### config.mk
export PLATFORM = sky130hd
export DESIGN_NAME = nearest_centroid_classifier
export DESIGN_NICKNAME = d
export VERILOG_FILES = /design/src/rtl/core/ncc_pkg.sv /design/src/rtl/core/ncc_ctrl.sv /design/src/rtl/core/ncc_datapath.sv /design/src/rtl/core/nearest_centroid_classifier.sv
export VERILOG_INCLUDE_DIRS = /design/src /design/src/rtl/core
export SDC_FILE = /design/constraint.sdc
export NUM_CORES = 1
export LEC_CHECK = 0
export ABC_AREA = 1
export ABC_CLOCK_PERIOD_IN_PS = 9500
export BUFFER_PORTS_ARGS = -buffer_cell sky130_fd_sc_hd__buf_2
export CAP_MARGIN = 25
export CORE_UTILIZATION = 50
export DETAILED_ROUTE_END_ITERATION = 7
export GPL_TIMING_DRIVEN = 0
export PLACE_DENSITY = 0.75
export RECOVER_POWER = 50
export SLEW_MARGIN = 40
export SYNTH_ARGS = -nofsm -noshare
export SYNTH_HDL_FRONTEND = slang
export SYNTH_SLANG_ARGS = --single-unit
### constraint.sdc
create_clock -name clk -period 9.5 [get_ports clk]
set_input_delay 1.425 -clock clk [delete_from_list [all_inputs] [get_ports clk]]
set_output_delay 1.425 -clock clk [all_outputs]
set_load 0.005 [all_outputs]
### src/rtl/core/assert_macros.svh
// assertion macros used by the top rtl file of the classifier
// no dependencies; define ASSERT_OFF to compile the checks out
`ifndef ASSERT_MACROS_SVH
`define ASSERT_MACROS_SVH

`ifndef ASSERT_OFF

// same-cycle implication
`define ASSERT_IMPL(label, clk, rst_n, ante, cons) \
  label: assert property (@(posedge clk) disable iff (!rst_n) (ante) |-> (cons)) \
    else $error("assertion failed: same-cycle implication");

// next-cycle implication
`define ASSERT_NEXT(label, clk, rst_n, ante, cons) \
  label: assert property (@(posedge clk) disable iff (!rst_n) (ante) |=> (cons)) \
    else $error("assertion failed: next-cycle implication");

`else

`define ASSERT_IMPL(label, clk, rst_n, ante, cons)
`define ASSERT_NEXT(label, clk, rst_n, ante, cons)

`endif

`endif

### src/rtl/core/ncc_pkg.sv
// shared constants, types and reset table of the nearest centroid classifier
// no dependencies
`default_nettype none

package ncc_pkg;

  localparam int NUM_CENTRES = 6;
  localparam int COUNT_BITS  = 16;
  localparam int MAX_CENTRES = 8;

  localparam int AXIS_W     = 12;
  localparam int CENTRE_W   = 3 * AXIS_W;
  localparam int PROD_W     = 2 * AXIS_W;
  localparam int DIST_W     = 26;
  localparam int WINNER_W   = 3;
  localparam int CNT_OUT_W  = 16;
  localparam int CFG_IDX_W  = 8;
  localparam int IDX_W      = (NUM_CENTRES > 1) ? $clog2(NUM_CENTRES) : 1;
  localparam int IN_DATA_W  = ((CENTRE_W + 7) / 8) * 8;
  localparam int OUT_RAW_W  = WINNER_W + DIST_W + CNT_OUT_W;
  localparam int OUT_DATA_W = ((OUT_RAW_W + 7) / 8) * 8;

  localparam logic [COUNT_BITS-1:0] COUNT_MAX = '1;

  localparam logic [CENTRE_W-1:0] CENTRE_RESET [MAX_CENTRES] = '{
    36'd25406854328, 36'd25255802634, 36'd23878936030,
    36'd27152803315, 36'd20894127587, 36'd30305355236, 36'd0, 36'd0
  };

  typedef enum logic [1:0] {
    AXIS_X = 2'd0,
    AXIS_Y = 2'd1,
    AXIS_Z = 2'd2
  } axis_t;

  localparam logic CMD_CLASSIFY = 1'b0;
  localparam logic CMD_CLEAR    = 1'b1;

  // controller to datapath
  typedef struct packed {
    logic             load_sample;
    logic             issue;
    logic [IDX_W-1:0] cen;
    axis_t            axis;
    logic             finish;
    logic             clear;
  } ncc_cmd_t;

  // datapath to controller
  typedef struct packed {
    logic slot_free;
  } ncc_stat_t;

endpackage

`default_nettype wire

### src/rtl/core/ncc_ctrl.sv
// controller fsm: sequences the centre/axis products, drain, count update or clear
// depends on ncc_pkg
`default_nettype none

module ncc_ctrl import ncc_pkg::*; (
  input  wire logic      clk,
  input  wire logic      rst_n,
  input  wire logic      in_tvalid,
  output logic           in_tready,
  input  wire logic      in_cmd,
  input  wire ncc_stat_t stat,
  output ncc_cmd_t       cmd
);

  typedef enum logic [4:0] {
    S_IDLE   = 5'b00001,
    S_CALC   = 5'b00010,
    S_DRAIN  = 5'b00100,
    S_FINISH = 5'b01000,
    S_CLEAR  = 5'b10000
  } state_t;

  state_t           state_r, state_nxt;
  logic [IDX_W-1:0] cen_r, cen_nxt;
  axis_t            axis_r, axis_nxt;

  always_comb begin
    state_nxt       = state_r;
    cen_nxt         = cen_r;
    axis_nxt        = axis_r;
    in_tready       = 1'b0;
    cmd.load_sample = 1'b0;
    cmd.issue       = 1'b0;
    cmd.cen         = cen_r;
    cmd.axis        = axis_r;
    cmd.finish      = 1'b0;
    cmd.clear       = 1'b0;
    case (state_r)
      S_IDLE: begin
        in_tready = 1'b1;
        cen_nxt   = '0;
        axis_nxt  = AXIS_X;
        if (in_tvalid) begin
          cmd.load_sample = 1'b1;
          state_nxt = (in_cmd == CMD_CLEAR) ? S_CLEAR : S_CALC;
        end
      end
      S_CALC: begin
        cmd.issue = 1'b1;
        case (axis_r)
          AXIS_X:  axis_nxt = AXIS_Y;
          AXIS_Y:  axis_nxt = AXIS_Z;
          default: begin
            axis_nxt = AXIS_X;
            if (cen_r == IDX_W'(NUM_CENTRES - 1)) begin
              state_nxt = S_DRAIN;
            end else begin
              cen_nxt = cen_r + 1'b1;
            end
          end
        endcase
      end
      // last product is summed and compared here
      S_DRAIN: begin
        state_nxt = S_FINISH;
      end
      S_FINISH: begin
        if (stat.slot_free) begin
          cmd.finish = 1'b1;
          state_nxt  = S_IDLE;
        end
      end
      S_CLEAR: begin
        if (stat.slot_free) begin
          cmd.clear = 1'b1;
          state_nxt = S_IDLE;
        end
      end
      default: begin
        state_nxt = S_IDLE;
      end
    endcase
  end

  always_ff @(posedge clk) begin
    if (!rst_n) begin
      state_r <= S_IDLE;
      cen_r   <= '0;
      axis_r  <= AXIS_X;
    end else begin
      state_r <= state_nxt;
      cen_r   <= cen_nxt;
      axis_r  <= axis_nxt;
    end
  end

endmodule

`default_nettype wire

### src/rtl/core/ncc_datapath.sv
// datapath: centre registers, shared multiplier, accumulate/compare, counts,
// output register; depends on ncc_pkg
`default_nettype none

module ncc_datapath import ncc_pkg::*; (
  input  wire logic                  clk,
  input  wire logic                  rst_n,
  input  wire logic                  cfg_valid,
  input  wire logic [CFG_IDX_W-1:0]  cfg_index,
  input  wire logic [CENTRE_W-1:0]   cfg_data,
  input  wire logic [IN_DATA_W-1:0]  in_tdata,
  input  wire ncc_cmd_t              cmd,
  output ncc_stat_t                  stat,
  output logic                       out_tvalid,
  input  wire logic                  out_tready,
  output logic [OUT_DATA_W-1:0]      out_tdata
);

  logic [CENTRE_W-1:0]   centre_r [NUM_CENTRES];
  logic [COUNT_BITS-1:0] count_r  [NUM_CENTRES];
  logic [CENTRE_W-1:0]   sample_r;

  logic                  p_vld_r;
  logic [IDX_W-1:0]      p_cen_r;
  axis_t                 p_axis_r;
  logic [PROD_W-1:0]     prod_r, prod_nxt;

  logic [DIST_W-1:0]     acc_r, sum;
  logic [DIST_W-1:0]     best_r;
  logic [IDX_W-1:0]      best_idx_r;

  logic                  out_vld_r;
  logic [OUT_DATA_W-1:0] out_data_r;

  logic [AXIS_W-1:0]     s_ax, c_ax, diff;
  logic [CENTRE_W-1:0]   c_sel;

  logic [COUNT_BITS-1:0]           cnt_cur, cnt_new;
  logic [COUNT_BITS+CNT_OUT_W-1:0] cnt_ext;
  logic [IDX_W+WINNER_W-1:0]       win_ext;

  // configuration writes beyond the centre list are dropped
  always_ff @(posedge clk) begin
    if (!rst_n) begin
      for (int i = 0; i < NUM_CENTRES; i++) begin
        centre_r[i] <= CENTRE_RESET[i];
      end
    end else if (cfg_valid && (cfg_index < CFG_IDX_W'(NUM_CENTRES))) begin
      centre_r[cfg_index[IDX_W-1:0]] <= cfg_data;
    end
  end

  always_ff @(posedge clk) begin
    if (cmd.load_sample) begin
      sample_r <= in_tdata[CENTRE_W-1:0];
    end
  end

  // product stage: |s - c| squared for one centre and axis
  always_comb begin
    c_sel = centre_r[cmd.cen];
    case (cmd.axis)
      AXIS_X: begin
        s_ax = sample_r[AXIS_W-1:0];
        c_ax = c_sel[AXIS_W-1:0];
      end
      AXIS_Y: begin
        s_ax = sample_r[2*AXIS_W-1:AXIS_W];
        c_ax = c_sel[2*AXIS_W-1:AXIS_W];
      end
      default: begin
        s_ax = sample_r[3*AXIS_W-1:2*AXIS_W];
        c_ax = c_sel[3*AXIS_W-1:2*AXIS_W];
      end
    endcase
    diff     = (s_ax > c_ax) ? (s_ax - c_ax) : (c_ax - s_ax);
    prod_nxt = PROD_W'(diff) * PROD_W'(diff);
  end

  always_ff @(posedge clk) begin
    if (!rst_n) begin
      p_vld_r <= 1'b0;
    end else begin
      p_vld_r <= cmd.issue;
    end
  end

  always_ff @(posedge clk) begin
    if (cmd.issue) begin
      prod_r   <= prod_nxt;
      p_cen_r  <= cmd.cen;
      p_axis_r <= cmd.axis;
    end
  end

  // accumulate stage, strict compare keeps the lowest index on a tie
  assign sum = DIST_W'(prod_r) + ((p_axis_r == AXIS_X) ? DIST_W'(0) : acc_r);

  always_ff @(posedge clk) begin
    if (p_vld_r) begin
      acc_r <= sum;
      if (p_axis_r == AXIS_Z && (p_cen_r == '0 || sum < best_r)) begin
        best_r     <= sum;
        best_idx_r <= p_cen_r;
      end
    end
  end

  assign cnt_cur = count_r[best_idx_r];
  assign cnt_new = (cnt_cur == COUNT_MAX) ? cnt_cur : cnt_cur + 1'b1;
  assign cnt_ext = {{CNT_OUT_W{1'b0}}, cnt_new};
  assign win_ext = {{WINNER_W{1'b0}}, best_idx_r};

  always_ff @(posedge clk) begin
    if (!rst_n) begin
      for (int i = 0; i < NUM_CENTRES; i++) begin
        count_r[i] <= '0;
      end
    end else if (cmd.clear) begin
      for (int i = 0; i < NUM_CENTRES; i++) begin
        count_r[i] <= '0;
      end
    end else if (cmd.finish) begin
      count_r[best_idx_r] <= cnt_new;
    end
  end

  // output register; a result waits here until its transfer
  always_ff @(posedge clk) begin
    if (!rst_n) begin
      out_vld_r <= 1'b0;
    end else if (cmd.finish || cmd.clear) begin
      out_vld_r <= 1'b1;
    end else if (out_tready) begin
      out_vld_r <= 1'b0;
    end
  end

  always_ff @(posedge clk) begin
    if (cmd.clear) begin
      out_data_r <= '0;
    end else if (cmd.finish) begin
      out_data_r <= OUT_DATA_W'({cnt_ext[CNT_OUT_W-1:0], best_r, win_ext[WINNER_W-1:0]});
    end
  end

  assign stat.slot_free = !out_vld_r || out_tready;
  assign out_tvalid     = out_vld_r;
  assign out_tdata      = out_data_r;

endmodule

`default_nettype wire

### src/rtl/core/nearest_centroid_classifier.sv
// classify: the single shared multiplier makes three products per centre in turn, and
// the summed distances are compared; no new item is accepted until the result is committed
// clear: all class counts go to zero and an all-zero result is committed
// results wait in an output register; the block is ready again once it is free
// synchronous active-low reset: centres to defaults, counts to zero, no result pending
// depends on ncc_pkg, ncc_ctrl, ncc_datapath and assert_macros.svh
`default_nettype none
`include "assert_macros.svh"

module nearest_centroid_classifier import ncc_pkg::*; (
  input  wire logic                  clk,
  input  wire logic                  rst_n,
  // configuration write channel
  input  wire logic                  cfg_valid,
  output logic                       cfg_ready,
  input  wire logic [CFG_IDX_W-1:0]  cfg_index,
  input  wire logic [CENTRE_W-1:0]   cfg_data,
  // input stream
  input  wire logic                  in_tvalid,
  output logic                       in_tready,
  input  wire logic [IN_DATA_W-1:0]  in_tdata,   // sample_x, sample_y, sample_z, pad
  input  wire logic                  in_tuser,   // cmd
  // result stream
  output logic                       out_tvalid,
  input  wire logic                  out_tready,
  output logic [OUT_DATA_W-1:0]      out_tdata   // winner, nearest_sq, class_count, pad
);

  ncc_cmd_t  cmd;
  ncc_stat_t stat;

  assign cfg_ready = 1'b1;

  ncc_ctrl u_ctrl (
    .clk       (clk),
    .rst_n     (rst_n),
    .in_tvalid (in_tvalid),
    .in_tready (in_tready),
    .in_cmd    (in_tuser),
    .stat      (stat),
    .cmd       (cmd)
  );

  ncc_datapath u_dp (
    .clk        (clk),
    .rst_n      (rst_n),
    .cfg_valid  (cfg_valid),
    .cfg_index  (cfg_index),
    .cfg_data   (cfg_data),
    .in_tdata   (in_tdata),
    .cmd        (cmd),
    .stat       (stat),
    .out_tvalid (out_tvalid),
    .out_tready (out_tready),
    .out_tdata  (out_tdata)
  );

  // block is busy for the cycle after an accepted transfer
  `ASSERT_NEXT(a_busy_after_accept, clk, rst_n, in_tvalid && in_tready, !in_tready)
  // a result is only committed into a free output slot
  `ASSERT_IMPL(a_commit_slot_free, clk, rst_n, cmd.finish || cmd.clear, stat.slot_free)
  // a new result only appears after a commit
  `ASSERT_IMPL(a_valid_from_commit, clk, rst_n, $rose(out_tvalid), $past(cmd.finish || cmd.clear))
  // no products are issued while idle
  `ASSERT_IMPL(a_no_issue_idle, clk, rst_n, in_tready, !cmd.issue)

endmodule

`default_nettype wire

Word level (Yosys, flattened, before mapping)
Memories as Yosys holds them, arrays and structs flattened. A register that Yosys moved wholly into a read port is not among the register bits.
Index checks and enable logic that the tools add are counted.
{"block": "word_totals", "reg_bits": 177, "memories": 2, "latch_bits": 0, "ram_bits": 312, "mem_bits_ro": 0, "wordCells": 113}
{"memory": "u_dp.centre_r", "words": 6, "word_bits": 36, "rd": 1, "rd_ports_with_merged_regs": 1, "wr": 6, "line_no": "ncc_datapath.sv:19", "source": "logic [CENTRE_W-1:0] centre_r [NUM_CENTRES];"}
{"memory": "u_dp.count_r", "words": 6, "word_bits": 16, "rd": 1, "rd_ports_with_merged_regs": 1, "wr": 6, "line_no": "ncc_datapath.sv:20", "source": "logic [COUNT_BITS-1:0] count_r [NUM_CENTRES];"}
{"block": "classes", "mul": 1, "magnitude_cmp": 3, "n_mux": 51, "bitwise_logic": 6, "n_addsub": 5, "div": 0, "n_shift": 0, "reduce_logical": 18, "n_eq_ne": 14}
{"cell": "two-way mux 16 bit", "count": 8}
{"cell": "case mux 12 bit (2 select lines)", "count": 2}
{"cell": "two-way mux 36 bit", "count": 1}
{"cell": "OR reduction 36 bit", "count": 1}
{"cell": "adder 24 x 26 -> 26 bit", "count": 1}
{"cell": "< comparator 26 bit", "count": 1}
{"cell": "two-way mux 26 bit", "count": 1}
{"cell": "two-way mux 5 bit", "count": 5}
{"cell": "multiplier 12 x 12 -> 24 bit", "count": 1}
{"cell": "subtractor 12 bit", "count": 2}
{"cell": "two-way mux 1 bit", "count": 22}
{"cell": "two-way mux 3 bit", "count": 7}
{"cell": "case mux 5 bit (4 select lines)", "count": 1}
{"cell": "adder 16 x 1 -> 16 bit (second input constant)", "count": 1}
{"cell": "equality test 16 bit (second input constant)", "count": 1}
{"cell": "OR reduction 16 bit", "count": 1}
{"cell": "> comparator 12 bit", "count": 1}
{"cell": "two-way mux 12 bit", "count": 1}
{"cell": "< comparator 8 x 3 -> 1 bit (second input constant)", "count": 1}
{"cell": "case mux 2 bit (2 select lines)", "count": 2}
{"cell": "!= test 2 bit (second input constant)", "count": 3}
{"cell": "bitwise OR 1 bit", "count": 6}
{"cell": "case mux 3 bit (2 select lines)", "count": 1}
{"cell": "equality test 5 x 1 -> 1 bit (second input constant)", "count": 1}
{"cell": "19 further kinds", "count": 26}

Longest topological paths before layout
Gate-level depths: netlist (run 1).
{"block": "depth", "word_depth": 10, "ltp_mapped": 47}

Modules after synthesis
Synthesis (run 1) repeated with hierarchy kept, for this count alone.
{"block": "unflattened", "cells_unflattened": 3484, "hier_area_um2": 32494.9}
{"module": "ncc_datapath", "seq_area_each_um2": 17066.4, "instances": 1, "area_each_um2": 31886.8, "cells_each": 3396}
{"module": "ncc_ctrl", "seq_area_each_um2": 200.2, "instances": 1, "area_each_um2": 596.8, "cells_each": 86}
{"module": "nearest_centroid_classifier", "seq_area_each_um2": 0.0, "instances": 1, "area_each_um2": 11.3, "cells_each": 2}

Worst setup path after synthesis (run 1)
Ideal clock, no wire load.
{"block": "synth_path", "kind": "flip-flop to flip-flop", "startpoint": "register with a tool-made name", "endpoint": "register u_dp.prod_r[18] (data pin)", "stages_incl_launch_ff": 40, "required_ns": 9.241, "arrival_time_ns": 7.385, "slack_ns": 1.856, "path_cell_list": "dfxtp_1 > clkbuf_1 > buf_2 > buf_2 > buf_1 > nand2_1 > a21oi_1 > o311ai_0 > nand3_1 > inv_1 > ha_1 > fa_1 > o21ai_2 > nand2_1 > nand2_1 > nand2_1 > nand3_1 > nand2_1 > [4 not listed] > inv_1 > nor2_1 > fa_1 > fa_1 > fa_1 > fa_1 > inv_1 > fa_1 > inv_1 > ha_1 > a21oi_1 > o21ai_0 > inv_1 > nand2_1 > a21boi_0 > o21ai_0 > nand2_1 > nand2_1"}
{"element": "to (signal assigned)", "line_no": "ncc_datapath.sv:90", "source": "prod_r <= prod_nxt;"}
{"element": "to (decl)", "line_no": "ncc_datapath.sv:26", "source": "logic [PROD_W-1:0] prod_r, prod_nxt;"}

==> results_dict.tcl, run 1 <==
set metrics [dict create \
    critPathTopFamily "adder cells" \
    drt_iter0_drc 2778 \
    yosys-top-cells-area "edfxtp_1 49%, nand2_1 9.1%, inv_1 6.1%" \
    syn_to_final_growth_pct 12.31 \
    min_to "u_dp.best_idx_r[2]$_DFFE_PP_" \
    h-tree-depth 3 \
    gp_congestion 0.9489 \
    netlist_area_sq_um 32650 \
    cts_inserted_buffers 66 \
    fin_nets 4044 \
    fp-row-count 93 \
    cp_max_fo 10 \
    critPathBufInv 10 \
    synthCells 3460 \
    seqCellArea_sq_um 17330 \
    ys_types 56 \
    antenna_found_initial 1 \
    reg2reg_to "u_dp.prod_r[18]$_DFFE_PP_" \
    status "finished, violations left" \
    multi_input_area_sq_um 12820 \
    die_y_microns 257.5 \
    critPathArrivalTime_ns 9.51 \
    holdPathStages 0 \
    yosys_register_bits 598 \
    overflow 0 \
    tightest_slew_ns 2.146 \
    ios 141 \
    ctsRootBufferMaster "clkbuf_16" \
    cts_sinks 598 \
    fin_crit_ns 9.187 \
    max_slew_margin -0.4308 \
    cp-start-kind "register" \
    cpMostUsedCell "nand2_1" \
    setup_viol 0 \
    fin_skew_ns 0.03180 \
    async_flop_share 0 \
    grt_pass1_vias 24200 \
    crit_path_end_kind "register" \
    synth_top_cell_area_share 0.4921 \
    hold_start "u_dp.p_cen_r[2]$_DFFE_PP_" \
    grt_max_degree 37 \
    crit_required_ns 9.83 \
    drc 0 \
    violations "max-capacitance violations, max-slew violations" \
    drive_gt1_frac 0.09175 \
    drt-vias-per-instance 5.408 \
    dr.pass1.iters 6 \
    placedInstanceArea_sq_um 34920 \
    yosys_warnings 0 \
    dominantRegCellSynth "edfxtp_1" \
    path_clk_slew_ns 0.06 \
    fin_crit_sh 0.9670 \
    die_w_microns 257.5 \
    regToRegSetupSlack_ns 0.31 \
    fmax_ghz 0.1089 \
    seq_area_frac_synth 0.5307 \
    core_sq_um 64460 \
    finalWirelength_microns 86910 \
    fillCellCount 5531 \
    r2r_cells 37 \
    grt_pass1_wl_microns 133700 \
    grtUsageTotal 0.2613 \
    port_buffers 132 \
    critPathMaxStageDelay_ns 0.89 \
    start_util 0.5065 \
    drv_slew 37 \
    tritoncts "done" \
    synth_top_cell_by_area "edfxtp_1" \
    avgSynthCellArea_sq_um 9.436 \
    hold_violations 0 \
    max-cap-violations 1 \
    dp_hpwl_microns 61760 \
    holdCritPathClass "register to register" \
    cpMaxStageDelayCell "o311ai_0" \
    critical_path_class "register to register" \
    avgRoutedWirePerCell_microns 18.74 \
    clk_latency_ns 0.60 \
    ant_nets 0 \
    clk_path_buf_depth 3 \
    synth_enable_flop_cells 535 \
    routed-via-count 25080 \
    design.die.area_sq_um 66320 \
    final_cell_area_sq_um 36670 \
]
## layer usage
layer | up-vias | track usage | part of all wire
li1 | 11820 | - | -
met3 | 230 | 0.04113 | 0.095
met5 | - | 0 | 0
met4 | 0 | 0.1210 | 0.044
met2 | 1261 | 0.4244 | 0.46
met1 | 11770 | 0.3451 | 0.40
## cells in the mapped netlist (15+ instances only)
master	n
buf_2	25
clkbuf_1	77
a21oi_1	263
ha_1	131
dfxtp_1	63
xnor2_1	21
nor2_2	16
inv_1	529
nor2_1	364
nand2_1	792
o21ai_0	106
edfxtp_1	535
nand3_1	136
a221oi_1	51
buf_1	16
fa_1	83
nand2_2	15
xor2_1	41
nand4_1	16
## state kept, by name (all words and copies together), names as in the netlist, 3 cells and up, named ones only
register	flops
u_ctrl.state_r	5
u_dp.acc_r	26
u_dp.out_tdata	45
u_dp.count_r	128
u_dp.best_r	26
u_dp.p_cen_r	3
u_dp.prod_r	23
u_dp.centre_r	288
u_ctrl.cen_r	3
u_dp.best_idx_r	3
u_dp.sample_r	36
## worst register-to-register path, delay by kind of cell, from the launching register on
family                     cells  cell delay [ns]
DFF                            1             0.29
and+or+nand+nor               13             1.58
adders and majority gates      7             3.40
buffers and inverters         10             1.60
AOI/OAI and AO/OA              7             2.02
## through the flow
stage          hold slack (ns)    util  setup TNS, ns  std cells  setup WS [ns]
3_3_place_gp            0.4315  0.5376        -0.7013       4521        -0.2554
5_1_grt                 0.4622  0.5688      -0.007297       4638      -0.007297
6_report                0.4514  0.5688              0       4638         0.3132
4_1_cts                 0.4536  0.5724              0       4639        0.08437
3_5_place_dp            0.4401  0.5417        -0.8845       4529        -0.2699
2_1_floorplan           0.4264       -              0       3534          1.856
## layout make-up
class	instances	share of cell area
flip-flops and latches	598	0.4725
multi-input cells	2251	0.3496
inverters	544	0.05582
clock buffers	85	0.04920
well taps	855	0.02917
repair buffers	140	0.01979
plain buffers	139	0.01918
clock inverters	25	0.004675
diodes	1	0.00006824
## how the worst max path moves through the flow
stage,start,endpoint,depth (start not counted)
floorplan,register,u_dp.prod_r[18]$_DFFE_PP_,39
global placement,register,u_dp.prod_r[18]$_DFFE_PP_,38
detailed placement,register,u_dp.prod_r[18]$_DFFE_PP_,38
CTS,register,u_dp.prod_r[18]$_DFFE_PP_,40
global route,register,u_dp.prod_r[23]$_DFFE_PP_,40
finish,register,u_dp.prod_r[18]$_DFFE_PP_,37
## layout by cell type, fill, tap and decap left out, drive strengths merged, types with 2 or more instances in the layout
cell type  synthesis  final
nand2            811    811
inv              541    545
edfxtp           535    535
nor2             384    384
a21oi            263    263
clkbuf            77    197
buf               64    167
nand3            146    146
ha               131    131
o21ai            111    111
fa                83     83
conb               2     76
dfxtp             63     63
a221oi            51     51
xor2              41     41
xnor2             21     21
clkinv             3     20
nand4             16     16
a22oi             13     13
or3b              11     11
or3               11     11
and3              10     10
nor3               9      9
or2                9      9
o311ai             7      7
o21bai             6      6
a31oi              6      6
a21o               5      5
a221o              4      4
o21a               4      4
o211ai             4      4
nor4               3      3
a211oi             3      3
clkinvlp           0      3
a21boi             3      3
nand3b             2      2
a31o               2      2
nor3b              2      2
## kinds of logic after synthesis
logic type	count (synthesis)	synth area share
flip-flops	598	0.5307
adder cells (fa/ha/maj)	214	0.1011
other	2	0.0002300
AO/OA/AOI/OAI	484	0.08558
buffers and inverters	685	0.08400
AND/OR/NAND/NOR	1415	0.1818
XOR/XNOR	62	0.01663
## timing repair
item / in CTS / in global routing
endpoints found under the setup margin: 6 / 11
gates cloned: 0 / 0
gates resized for setup: 3 / 26
hold buffers: 0 / 0
hold endpoints to repair: 0 / 0
pin swaps: 0 / 0
buffers inserted: 0 / 0
Power of run 1 is left out: the tool's default activity adds up to more than one toggle a clock period on the data nets, which glitch-free logic cannot reach.
==> run 2, diff against run 1 <==
--- a/config.mk
+++ b/config.mk
@@ -15,6 +15,7 @@
 export GPL_TIMING_DRIVEN = 0
 export PLACE_DENSITY = 0.75
 export RECOVER_POWER = 50
+export REMOVE_ABC_BUFFERS = 1
 export SLEW_MARGIN = 40
 export SYNTH_ARGS = -nofsm -noshare
 export SYNTH_HDL_FRONTEND = slang
==> run 2 against run 1 <==
Net effect: the run still ends with max-capacitance violations, max-slew violations left; via count is 4.0% lower; die area stayed put; hold slack better by 0.017 ns; register-to-register slack improved by 0.15 ns; wire length decreased by 9.8%; cell count fell by 2.3%; global-route usage fell by 2.6 points; critical path depth shrank 2; first-iteration DRC count is 16% lower; setup slack gained 0.15 ns.
==> results_dict.tcl, run 2 (synthesized netlist as in run 1, its figures left out) <==
set metrics [dict create \
    cts_sinks 598 \
    avgRoutedWirePerCell_microns 17.30 \
    drc 0 \
    clk_latency_ns 0.65 \
    ios 141 \
    largest_reg_flops 288 \
    fin_crit_sh 0.9513 \
    hold_violations 0 \
    core_sq_um 64460 \
    grt_pass1_wl_microns 123600 \
    grtUsageTotal 0.2349 \
    path_clk_slew_ns 0.06 \
    grt_max_degree 82 \
    gp_congestion 0.9114 \
    die_w_microns 257.5 \
    cp_max_fo 12 \
    fin_nets 3926 \
    max_slew_margin -0.4145 \
    cp-start-kind "register" \
    fin_tns_setup_ns 0 \
    cpMaxStageDelayCell "dfxtp_1" \
    fin_skew_ns 0.04352 \
    start_util 0.5065 \
    routed-via-count 24080 \
    drt_iter0_drc 2321 \
    holdCritPathClass "register to register" \
    clk_path_buf_depth 3 \
    fin_crit_ns 9.037 \
    hold_buffers 0 \
    rr_startpoint "u_ctrl.axis_r[1]$_SDFFE_PN0N_" \
    tritoncts "done" \
    largest-register "u_dp.centre_r" \
    die_y_microns 257.5 \
    fp-row-count 93 \
    h-tree-depth 2 \
    fmax_ghz 0.1107 \
    hold_start "u_dp.p_cen_r[0]$_DFFE_PP_" \
    design.die.area_sq_um 66320 \
    finalWirelength_microns 78400 \
    crit_path_end_kind "register" \
    cts_inserted_buffers 61 \
    grt_pass1_vias 23670 \
    status "finished, violations left" \
    placedInstanceArea_sq_um 34710 \
    cpMostUsedCell "nand2_1" \
    critPathMaxStageDelay_ns 0.78 \
    overflow 0 \
    dp_hpwl_microns 52880 \
    max-cap-violations 5 \
    rsz0062_at_grt "false" \
    tightest_slew_ns 2.122 \
    drt-vias-per-instance 5.314 \
    violations "max-capacitance violations, max-slew violations" \
    layout_common_cells "788 x nand2_1, 535 x edfxtp_1, 524 x inv_1" \
    syn_to_final_growth_pct 12.05 \
    critPathArrivalTime_ns 9.44 \
    final_cell_area_sq_um 36580 \
    crit_required_ns 9.91 \
    dr.pass1.iters 6 \
    drive_gt1_frac 0.08928 \
    port_buffers 132 \
    ant_nets 0 \
    antenna_found_initial 4 \
    critical_path_class "register to register" \
    ctsRootBufferMaster "clkbuf_16" \
    fin_cells 4531 \
    dpl.cell_count 4407 \
    layout_commonest_cell "nand2_1" \
    drv_slew 127 \
    crit_start "u_ctrl.axis_r[1]$_SDFFE_PN0N_" \
    setup_viol 0 \
]
[run 2: changes by cell type in the layout (fill, tap and decap cells not counted), sizes merged]
cell | before | now
clkbuf | 197 | 105
bufinv | 1 | 9
buf | 167 | 133
diode | 1 | 2
clkinvlp | 3 | 5
inv | 545 | 541
clkinv | 20 | 32
[run 2: through the flow]
stage / worst slack (ns) / utilization / hold slack (ns)
4_1_cts: 0.03331 / 0.5715 / 0.4668
2_1_floorplan: -2.056 / - / 0.4264
6_report: 0.4626 / 0.5675 / 0.4685
3_3_place_gp: -6.533 / 0.5268 / 0.4329
3_5_place_dp: -0.1990 / 0.5384 / 0.4478
5_1_grt: 0.02951 / 0.5674 / 0.4824
[run 2: final timing paths]
kind	to	slack, ns	depth (start not counted)
setup / recovery	u_dp.prod_r[23]$_DFFE_PP_	0.46	35
hold / removal	u_dp.best_idx_r[0]$_DFFE_PP_	0.47	0
setup reg to reg	u_dp.prod_r[23]$_DFFE_PP_	0.46	35
hold reg to reg	u_dp.best_idx_r[0]$_DFFE_PP_	0.47	0
[run 2: worst max-delay path, delay by kind of cell (launching register included)]
kind	cells	cell delay [ns]
buffers and inverters	10	1.72
AO/OA/AOI/OAI	1	0.49
flip-flops	1	0.78
AND/OR/NAND/NOR	17	2.45
adder cells (fa/ha/maj)	7	3.31
[run 2: metal layers]
metal  up-vias  share of wire  track usage
li1      11600              -            -
met1     11410           0.41       0.3078
met2       914           0.48       0.4008
met3       147          0.079      0.03259
met4         2          0.030      0.08054
met5         -       0.000089            0
[run 2: layout make-up]
cell class	instances	area, sq um
inverters	544	2068
repair buffers	166	1139
flip-flops and latches	598	17340
diodes	2	5.005
fillers	5463	27880
clock inverters	43	501.7
clock buffers	72	1598
multi-input cells	2251	12860
well taps	855	1070
[run 2: what timing repair did]
item	in CTS	in global routing
endpoints found under the setup margin	6	10
gates cloned	0	0
pin swaps	0	1
gates resized for setup	1	11
setup buffers	4	3
Power of run 2 is left out for the same reason.
